--- config.mk ---
export PLATFORM = sky130hd
export DESIGN_NAME = towp_mod_pipe
export DESIGN_NICKNAME = d
export VERILOG_FILES = /design/src/rtl/core/towp_pkg.sv /design/src/rtl/core/towp_mod_pipe.sv
export SDC_FILE = /design/constraint.sdc
export NUM_CORES = 1
export LEC_CHECK = 0
export BUFFER_PORTS_ARGS = -buffer_cell sky130_fd_sc_hd__buf_4
export CAP_MARGIN = 0
export CORE_ASPECT_RATIO = 2
export CORE_MARGIN = 2
export CORE_UTILIZATION = 45
export DETAILED_ROUTE_END_ITERATION = 10
export GPL_TIMING_DRIVEN = 0
export SYNTH_ARGS = -nofsm -noshare
export SYNTH_HDL_FRONTEND = slang
export SYNTH_SLANG_ARGS = --single-unit
export TNS_END_PERCENT = 5
--- constraint.sdc ---
create_clock -name clk -period 28.7 [get_ports clk]
set_input_delay 2.87 -clock clk [delete_from_list [all_inputs] [get_ports clk]]
set_output_delay 2.87 -clock clk [all_outputs]
set_load 0.005 [all_outputs]
--- src/rtl/core/towp_pkg.sv ---
// Shared constants and types for the time-of-week propagator.
// No dependencies; imported by towp_mod_pipe and time_of_week_propagator_unit.
`timescale 1ns / 1ps
`default_nettype none

package towp_pkg;

    localparam int TICKS_PER_MS    = 99375;
    localparam int FRAC_BITS       = 16;
    localparam int MAX_INTERVAL_MS = 180000;
    localparam int WEEK_MS         = 604800000;

    localparam logic [63:0] MAX_TICKS = 64'(MAX_INTERVAL_MS) * 64'(TICKS_PER_MS);

    // floor(2^(32+FRAC_BITS) / TICKS_PER_MS), fits in 32 bits
    localparam logic [63:0] RECIP_FULL = (64'd1 << (32 + FRAC_BITS)) / 64'(TICKS_PER_MS);
    localparam logic [31:0] RECIP      = RECIP_FULL[31:0];
    localparam logic [16:0] TPM        = 17'(TICKS_PER_MS);

    localparam int REM_W      = 20;
    localparam int CORR_N     = 6;
    localparam int MOD_STAGES = 4;

    typedef struct packed {
        logic               valid;
        logic               bad;
        logic signed [31:0] tow;
        logic signed [48:0] exact;
        logic [7:0]         al;
        logic               neg;
        logic [31:0]        mag;
    } side_t;

endpackage

`default_nettype wire

--- src/rtl/core/towp_mod_pipe.sv ---
// Pipelined remainder of a 32-bit magnitude by an 8-bit divisor, one byte per stage.
// Carries a side_t request alongside; depends on towp_pkg.
`timescale 1ns / 1ps
`default_nettype none

module towp_mod_pipe
    import towp_pkg::*;
(
    input  wire logic       clk,
    input  wire logic       rst_n,
    input  wire logic       en,
    input  wire side_t      in_side,
    output side_t           out_side,
    output logic [7:0]      rem
);

    function automatic logic [7:0] rem_byte(input logic [7:0] r_in, input logic [7:0] bits,
                                            input logic [7:0] div);
        logic [8:0] t;
        logic [7:0] r;
        r = r_in;
        for (int i = 7; i >= 0; i--)
        begin
            t = {r, bits[i]};
            if (t >= {1'b0, div})
            begin
                t = t - {1'b0, div};
            end
            r = t[7:0];
        end
        return r;
    endfunction

    side_t      side_reg  [MOD_STAGES];
    logic [7:0] rem_reg   [MOD_STAGES];
    side_t      side_next [MOD_STAGES];
    logic [7:0] rem_next  [MOD_STAGES];

    for (genvar g = 0; g < MOD_STAGES; g++)
    begin : g_stage
        if (g == 0)
        begin : g_first
            assign side_next[g] = in_side;
            assign rem_next[g]  = rem_byte(8'd0, in_side.mag[31 -: 8], in_side.al);
        end
        else
        begin : g_rest
            assign side_next[g] = side_reg[g-1];
            assign rem_next[g]  = rem_byte(rem_reg[g-1], side_reg[g-1].mag[31-8*g -: 8],
                                           side_reg[g-1].al);
        end

        always_ff @(posedge clk or negedge rst_n)
        begin
            if (!rst_n)
            begin
                side_reg[g] <= '0;
                rem_reg[g]  <= '0;
            end
            else if (en)
            begin
                side_reg[g] <= side_next[g];
                rem_reg[g]  <= rem_next[g];
            end
        end
    end

    assign out_side = side_reg[MOD_STAGES-1];
    assign rem      = rem_reg[MOD_STAGES-1];

endmodule

`default_nettype wire

# ---- Yosys cells after proc, flatten, opt, wreduce, memory -nomap -nowiden
# Cells that the tools add are included.
dict set report totals {
  mem_bits_rw 0
  wordCells 128
  register_bits 528
  out_inout_bits 132
  n_memories 0
  rom_bits 0
  latch_bits 0
}
dict set report classes {
  n_mux 32
  shifts 0
  div 0
  n_bitwise 0
  n_addsub 32
  n_eq_ne 0
  order_cmp 32
  n_mul 0
  n_reduce_logical 0
}
# cell count
set op_table {}
lappend op_table {{>= comparator 9 x 8 -> 1 bit} 31}
lappend op_table {{2-to-1 mux 8 bit} 32}
lappend op_table {{subtractor 8 bit} 31}
lappend op_table {{>= comparator 1 x 8 -> 1 bit} 1}
lappend op_table {{subtractor 1 x 8 -> 8 bit} 1}

# ---- Longest topological paths before layout
dict set report depth {
  ltp_word 16
  mapped_depth 90
  depth_no_buf 85
}

# ---- Least setup slack after synthesis
# OpenSTA, ideal clock, no wires.
dict set report synth_timing {
  path_kind {input to register}
  start {input port in_side[31] in the netlist's numbering}
  end {register rem_reg[25] in the netlist's numbering}
  setup_slack_ns 9.956
  required_time_ns 28.563
  arrival_ns 18.607
  stages 85
  path_buffers 4
  path_cell_list {inv_1 -> ha_1 -> inv_1 -> ha_1 -> o211ai_1 -> nor2_1 -> a21oi_1 -> inv_1 -> ha_1 -> nor2b_1 -> o21a_1 -> o21ai_0 -> a21oi_1 -> nor2_1 -> mux2_2 -> inv_1 -> ha_1 -> nor2b_1 -> (+49 left out) -> a21o_1 -> or4_1 -> clkbuf_1 -> nand2_2 -> mux2i_1 -> ha_1 -> a21o_1 -> a21o_1 -> a21o_1 -> a21o_1 -> a21o_1 -> a21oi_1 -> o21ai_0 -> a21o_1 -> a221o_1 -> buf_4 -> mux2i_1 -> a21oi_1}
}
dict set report synth_between {
  elab_chain_len 16
}
# item line
set synth_rtl {}
lappend synth_rtl {{start: declaration} towp_mod_pipe.sv:12} ;# input wire side_t in_side,
lappend synth_rtl {{subtractor 1 x 8 -> 8 bit or >= comparator 1 x 8 -> 1 bit (tied branches)} {towp_mod_pipe.sv:27, towp_mod_pipe.sv:25}}
lappend synth_rtl {{2-to-1 mux 8 bit *} towp_mod_pipe.sv:25} ;# if (t >= {1'b0, div})
lappend synth_rtl {{subtractor 8 bit or >= comparator 9 x 8 -> 1 bit (tied branches)} {towp_mod_pipe.sv:27, towp_mod_pipe.sv:25}}
lappend synth_rtl {{2-to-1 mux 8 bit *} towp_mod_pipe.sv:25}
lappend synth_rtl {{subtractor 8 bit or >= comparator 9 x 8 -> 1 bit (tied branches)} {towp_mod_pipe.sv:27, towp_mod_pipe.sv:25}}
lappend synth_rtl {{2-to-1 mux 8 bit *} towp_mod_pipe.sv:25}
lappend synth_rtl {{subtractor 8 bit or >= comparator 9 x 8 -> 1 bit (tied branches)} {towp_mod_pipe.sv:27, towp_mod_pipe.sv:25}}
lappend synth_rtl {{2-to-1 mux 8 bit *} towp_mod_pipe.sv:25}
lappend synth_rtl {{subtractor 8 bit or >= comparator 9 x 8 -> 1 bit (tied branches)} {towp_mod_pipe.sv:27, towp_mod_pipe.sv:25}}
lappend synth_rtl {{2-to-1 mux 8 bit *} towp_mod_pipe.sv:25}
lappend synth_rtl {{subtractor 8 bit or >= comparator 9 x 8 -> 1 bit (tied branches)} {towp_mod_pipe.sv:27, towp_mod_pipe.sv:25}}
lappend synth_rtl {{2-to-1 mux 8 bit *} towp_mod_pipe.sv:25}
lappend synth_rtl {{subtractor 8 bit or >= comparator 9 x 8 -> 1 bit (tied branches)} {towp_mod_pipe.sv:27, towp_mod_pipe.sv:25}}
lappend synth_rtl {{2-to-1 mux 8 bit *} towp_mod_pipe.sv:25}
lappend synth_rtl {{>= comparator 9 x 8 -> 1 bit or subtractor 8 bit (tied branches)} {towp_mod_pipe.sv:25, towp_mod_pipe.sv:27}}
lappend synth_rtl {{2-to-1 mux 8 bit *} towp_mod_pipe.sv:25}
lappend synth_rtl {{end signal: indexed assignment} towp_mod_pipe.sv:63} ;# rem_reg[g] <= rem_next[g];
lappend synth_rtl {{end: declaration} towp_mod_pipe.sv:35} ;# logic [7:0] rem_reg [MOD_STAGES];
# Mark *: on every way between the ends. The rest lies on a longest branch, timed or not.
# A chain may end at the register's enable or synchronous reset.

# ---- Final worst setup path
dict set report layout_timing {
  start {register side_reg, in the netlist side_next[282]}
  end {register rem_reg[16] in the netlist's numbering}
}
dict set report layout_between {
  elab_chain_len 16
}
# item line
set layout_rtl {}
lappend layout_rtl {{start: declaration} towp_mod_pipe.sv:34} ;# side_t side_reg [MOD_STAGES];
lappend layout_rtl {{start signal: indexed assignment} towp_mod_pipe.sv:62} ;# side_reg[g] <= side_next[g];
lappend layout_rtl {{subtractor 8 bit or >= comparator 9 x 8 -> 1 bit (tied branches)} {towp_mod_pipe.sv:27, towp_mod_pipe.sv:25}}
lappend layout_rtl {{2-to-1 mux 8 bit} towp_mod_pipe.sv:25}
lappend layout_rtl {{subtractor 8 bit or >= comparator 9 x 8 -> 1 bit (tied branches)} {towp_mod_pipe.sv:27, towp_mod_pipe.sv:25}}
lappend layout_rtl {{2-to-1 mux 8 bit} towp_mod_pipe.sv:25}
lappend layout_rtl {{subtractor 8 bit or >= comparator 9 x 8 -> 1 bit (tied branches)} {towp_mod_pipe.sv:27, towp_mod_pipe.sv:25}}
lappend layout_rtl {{2-to-1 mux 8 bit} towp_mod_pipe.sv:25}
lappend layout_rtl {{subtractor 8 bit or >= comparator 9 x 8 -> 1 bit (tied branches)} {towp_mod_pipe.sv:27, towp_mod_pipe.sv:25}}
lappend layout_rtl {{2-to-1 mux 8 bit} towp_mod_pipe.sv:25}
lappend layout_rtl {{subtractor 8 bit or >= comparator 9 x 8 -> 1 bit (tied branches)} {towp_mod_pipe.sv:27, towp_mod_pipe.sv:25}}
lappend layout_rtl {{2-to-1 mux 8 bit} towp_mod_pipe.sv:25}
lappend layout_rtl {{subtractor 8 bit or >= comparator 9 x 8 -> 1 bit (tied branches)} {towp_mod_pipe.sv:27, towp_mod_pipe.sv:25}}
lappend layout_rtl {{2-to-1 mux 8 bit} towp_mod_pipe.sv:25}
lappend layout_rtl {{subtractor 8 bit or >= comparator 9 x 8 -> 1 bit (tied branches)} {towp_mod_pipe.sv:27, towp_mod_pipe.sv:25}}
lappend layout_rtl {{2-to-1 mux 8 bit} towp_mod_pipe.sv:25}
lappend layout_rtl {{>= comparator 9 x 8 -> 1 bit *} towp_mod_pipe.sv:25}
lappend layout_rtl {{2-to-1 mux 8 bit *} towp_mod_pipe.sv:25}
# Marked as above.

==> results.md <==
Drt:
- The first routing iteration left approximately 930 violations.
- The via density per instance is ~5.7.
- The remaining number of nets flagged by the antenna check after routing is 0.
- The routed wire length is approximately 92000 um.
- The final routed wire length divided by cell count is ~22 um.
- The first detailed-routing pass took 5 iterations.
- After detailed routing, the number of remaining DRC violations is 0.
- The final route contains ~24000 vias.

Synthesis:
- Counting every net in the synthesized netlist gives between 3000 and 4000.
- A synthesized cell averages ~11 sq um.
- For this run, the register share of the synthesized area comes to 0.404.
- The number of synthesis warnings is 0.
- The synthesized instance count is between 2000 and 3000.
- The fraction of synthesis flops using an asynchronous set or reset pin is 1.00.
- The synthesized netlist occupies a cell area of 32700 sq um.
- The predominant post-synthesis flop cell is sky130_fd_sc_hd__dfrtp_1.
- The top cell type's share of synthesized area is 0.404.
- The register bit total from synthesis is ~530.
- Yosys mapped the design onto 88 distinct sky130hd cell types.
- The cell type with the largest total area after synthesis is sky130_fd_sc_hd__dfrtp_1.
- By area the synthesized netlist is led by sky130_fd_sc_hd__dfrtp_1, sky130_fd_sc_hd__mux2_2, sky130_fd_sc_hd__ha_1.
- The number of enable-type register cells in the synthesized netlist is 0.

Worst setup path:
- STA puts the critical path data arrival time at approximately 22 ns.
- The cell at the slowest stage of the critical path is sky130_fd_sc_hd__dfrtp_1.
- The kind of launch point of the worst setup path is a flip-flop.
- The cell seen most often among critical-path stages is sky130_fd_sc_hd__o21ai_0.
- The delay contributed by the slowest stage of the critical path is a little under 0.8 ns.
- The largest driver fanout on the critical path is 11.
- The path type of the worst setup path is reg -> reg.
- At the worst endpoint, the required time is 29.20 ns.
- The critical path endpoint category is a flip-flop.

Timing:
- The sum of negative setup slack is 0 ns.
- The number of pins exceeding their max-slew limit in the final report is 0.
- The time the worst path needs with I/O delays and setup is roughly 22 ns.
- For this run, the top clock speed supported by timing is roughly 46 MHz.
- The final-report hold violation count is 0.
- At the pin with the least slew margin, the transition time is 1.21 ns.
- Setup violations remaining at the end of the flow were counted as 0.
- Setup repair after global routing left no endpoint under its margin.
- The worst-case headroom to the max-slew limit is 0.191.
- Of the available clock period, the critical path in the final layout requires 0.751.
- The setup skew after layout is between 0.03 and 0.04 ns.

CTS:
- The clock passes through at most 3 buffers.
- The buffers inserted during post-CTS setup optimization is 0.
- The number of hold buffers added after cts is 0.
- The tree is rooted in a sky130_fd_sc_hd__clkbuf_16.
- The clock tree from TritonCTS is done.
- Once the clock tree was built, the resizer swapped 0 gates to a different size.
- After clock tree synthesis, the clock-pin slew on the worst setup and hold paths is 0.07 ns.
- The level count of the clock H-tree is 2.
- The tree built by TritonCTS fans out to roughly 530 sinks.
- Counting the buffers created by CTS gives slightly below 50.
- The clock reaches the later pin of the worst-skew pair after roughly 0.64 ns.

Job:
- The reported max-cap violation count is 0.

Placement:
- The count of buffers inserted at the top-level ports is roughly 260.
- The last weighted congestion value of the routability-driven placer is around 0.9.
- The HPWL reported at the end of detailed placement is between 70000 and 80000 um.

GRT:
- The first-pass GRT wire length is between 100000 and 150000 um.
- Across every metal layer, demand over resource in global routing totals 0.246.
- Summed over all layers, the global routing overflow is 0.
- The number of antenna violations at the first check in global routing came to 6.
- The number of global-route vias before repair came to 26100.
- Entering global routing, the biggest net connects ~130 pins.

Outcome:
- The flow ran to the end, and the final reports show no timing, DRC or antenna violations.

Floorplanning:
- The floorplan die height is approximately 390 um.
- The horizontal die dimension is roughly 190 um.
- The effective utilization at floorplan is 0.455.
- The floorplan die area is ~75000 sq um.
- The count of pins on the block boundary is ~260.
- The region available for standard cell placement spans around 72000 sq um.
- The floorplan has ~140 rows.

Final layout:
- Relative to the synthesized area, the layout overhead comes to 15.1%.
- At the end of the flow, the number of nets in the layout was ~3700.
- The commonest non-fill, non-tap cell in the layout is sky130_fd_sc_hd__mux2_2.
- The register with the most flip-flops in the layout has 372 of them.
- The filler cell count in the final layout is 6417.
- The layout cell share with drive strength beyond 1 is 0.283.
- The top cell types in the final layout, fill and taps aside, are sky130_fd_sc_hd__mux2_2, sky130_fd_sc_hd__dfrtp_1, sky130_fd_sc_hd__buf_4.

Hold path:
- The path category of the worst min-delay check is reg -> reg.
worst paths after layout:
path	from	end	slack, ns	depth (start not counted)
max in group asynchronous	rst_n	out_side[66]$_DFFE_PN0P_	24.79	3
worst max-delay path	side_next[282]$_DFFE_PN0P_	rem_reg[16]$_DFFE_PN0P_	7.15	85
worst max register to register	side_next[282]$_DFFE_PN0P_	rem_reg[16]$_DFFE_PN0P_	7.15	85
worst min-delay path	side_next[284]$_DFFE_PN0P_	side_next[160]$_DFFE_PN0P_	0.47	2
worst min register to register	side_next[284]$_DFFE_PN0P_	side_next[160]$_DFFE_PN0P_	0.47	2
min in group asynchronous	rst_n	side_next[332]$_DFFE_PN0P_	2.30	1
cell usage after synthesis (8+ instances only):
| master | instances |
|---|---|
| sky130_fd_sc_hd__a211oi_1 | 9 |
| sky130_fd_sc_hd__a21boi_0 | 17 |
| sky130_fd_sc_hd__a21o_1 | 75 |
| sky130_fd_sc_hd__a21oi_1 | 134 |
| sky130_fd_sc_hd__a31oi_1 | 10 |
| sky130_fd_sc_hd__and3_1 | 8 |
| sky130_fd_sc_hd__buf_1 | 8 |
| sky130_fd_sc_hd__buf_4 | 12 |
| sky130_fd_sc_hd__clkbuf_1 | 73 |
| sky130_fd_sc_hd__dfrtp_1 | 528 |
| sky130_fd_sc_hd__fa_1 | 31 |
| sky130_fd_sc_hd__ha_1 | 250 |
| sky130_fd_sc_hd__inv_1 | 172 |
| sky130_fd_sc_hd__mux2_2 | 552 |
| sky130_fd_sc_hd__mux2i_1 | 57 |
| sky130_fd_sc_hd__nand2_1 | 140 |
| sky130_fd_sc_hd__nand2b_1 | 42 |
| sky130_fd_sc_hd__nand3_1 | 49 |
| sky130_fd_sc_hd__nand4_1 | 31 |
| sky130_fd_sc_hd__nor2_1 | 149 |
| sky130_fd_sc_hd__nor2b_1 | 51 |
| sky130_fd_sc_hd__nor3_1 | 23 |
| sky130_fd_sc_hd__nor3b_1 | 10 |
| sky130_fd_sc_hd__o211ai_1 | 15 |
| sky130_fd_sc_hd__o21a_1 | 30 |
| sky130_fd_sc_hd__o21ai_0 | 159 |
| sky130_fd_sc_hd__o21bai_1 | 19 |
| sky130_fd_sc_hd__o221ai_1 | 9 |
| sky130_fd_sc_hd__o22a_1 | 8 |
| sky130_fd_sc_hd__o31a_1 | 9 |
| sky130_fd_sc_hd__o31ai_1 | 9 |
| sky130_fd_sc_hd__or2_2 | 8 |
| sky130_fd_sc_hd__or3_1 | 15 |
| sky130_fd_sc_hd__xnor2_1 | 81 |
| sky130_fd_sc_hd__xor2_1 | 64 |
per-layer routing:
metal,vias to the layer above,global-route usage,part of all wire
met5,-,0,0.00077
met4,10,0.126,0.054
met3,219,0.0602,0.063
met2,569,0.477,0.54
met1,12000,0.238,0.34
li1,11300,-,-
cells by family (layout without fill, tap and decap cells):
kind of cell	Yosys count	in the layout	synth area share
and+or+nand+nor	559	559	0.0847
other	0	2	0
xor gates and xnor gates	145	145	0.0389
AOI/OAI and AO/OA	573	573	0.115
DFF	528	528	0.404
adders and majority gates	281	281	0.115
buffers and inverters	272	623	0.0331
muxes	611	611	0.209
metrics by stage:
| stage | std cells | utilization | hold WS [ns] | worst slack, ns | instance area, sq um |
|---|---|---|---|---|---|
| 2_1_floorplan | 2969 | - | 0.446 | 9.96 | 32700 |
| 3_3_place_gp | 4142 | 0.498 | 0.464 | 6.82 | 35700 |
| 3_5_place_dp | 4146 | 0.499 | 0.466 | 6.61 | 35900 |
| 4_1_cts | 4236 | 0.524 | 0.471 | 7.24 | 37600 |
| 5_1_grt | 4237 | 0.524 | 0.488 | 5.67 | 37600 |
| 6_report | 4238 | 0.524 | 0.468 | 7.15 | 37600 |
cell type report:
type	instances	area (sq um)	share of cell area
repair buffers	261	2050	0.0544
clock buffers	68	1400	0.0372
diodes	2	5.00	0.000133
plain buffers	100	435	0.0116
inverters	172	646	0.0172
flip-flops and latches	528	13200	0.351
well taps	916	1150	0.0305
multi-input cells	2169	18400	0.489
clock inverters	22	347	0.00921
critical path, delay by kind of cell, from the launching register on:
family / cells / cell delay, ns
multiplexers: 7 / 2.62
AO/OA/AOI/OAI: 49 / 11.45
flip-flops: 1 / 0.79
buffers and inverters: 12 / 2.61
AND/OR/NAND/NOR: 9 / 1.46
adder cells (fa/ha/maj): 8 / 2.49
Power is not shown: default switching activity piles up to over one toggle a cycle in this logic, so the estimate is an artifact.
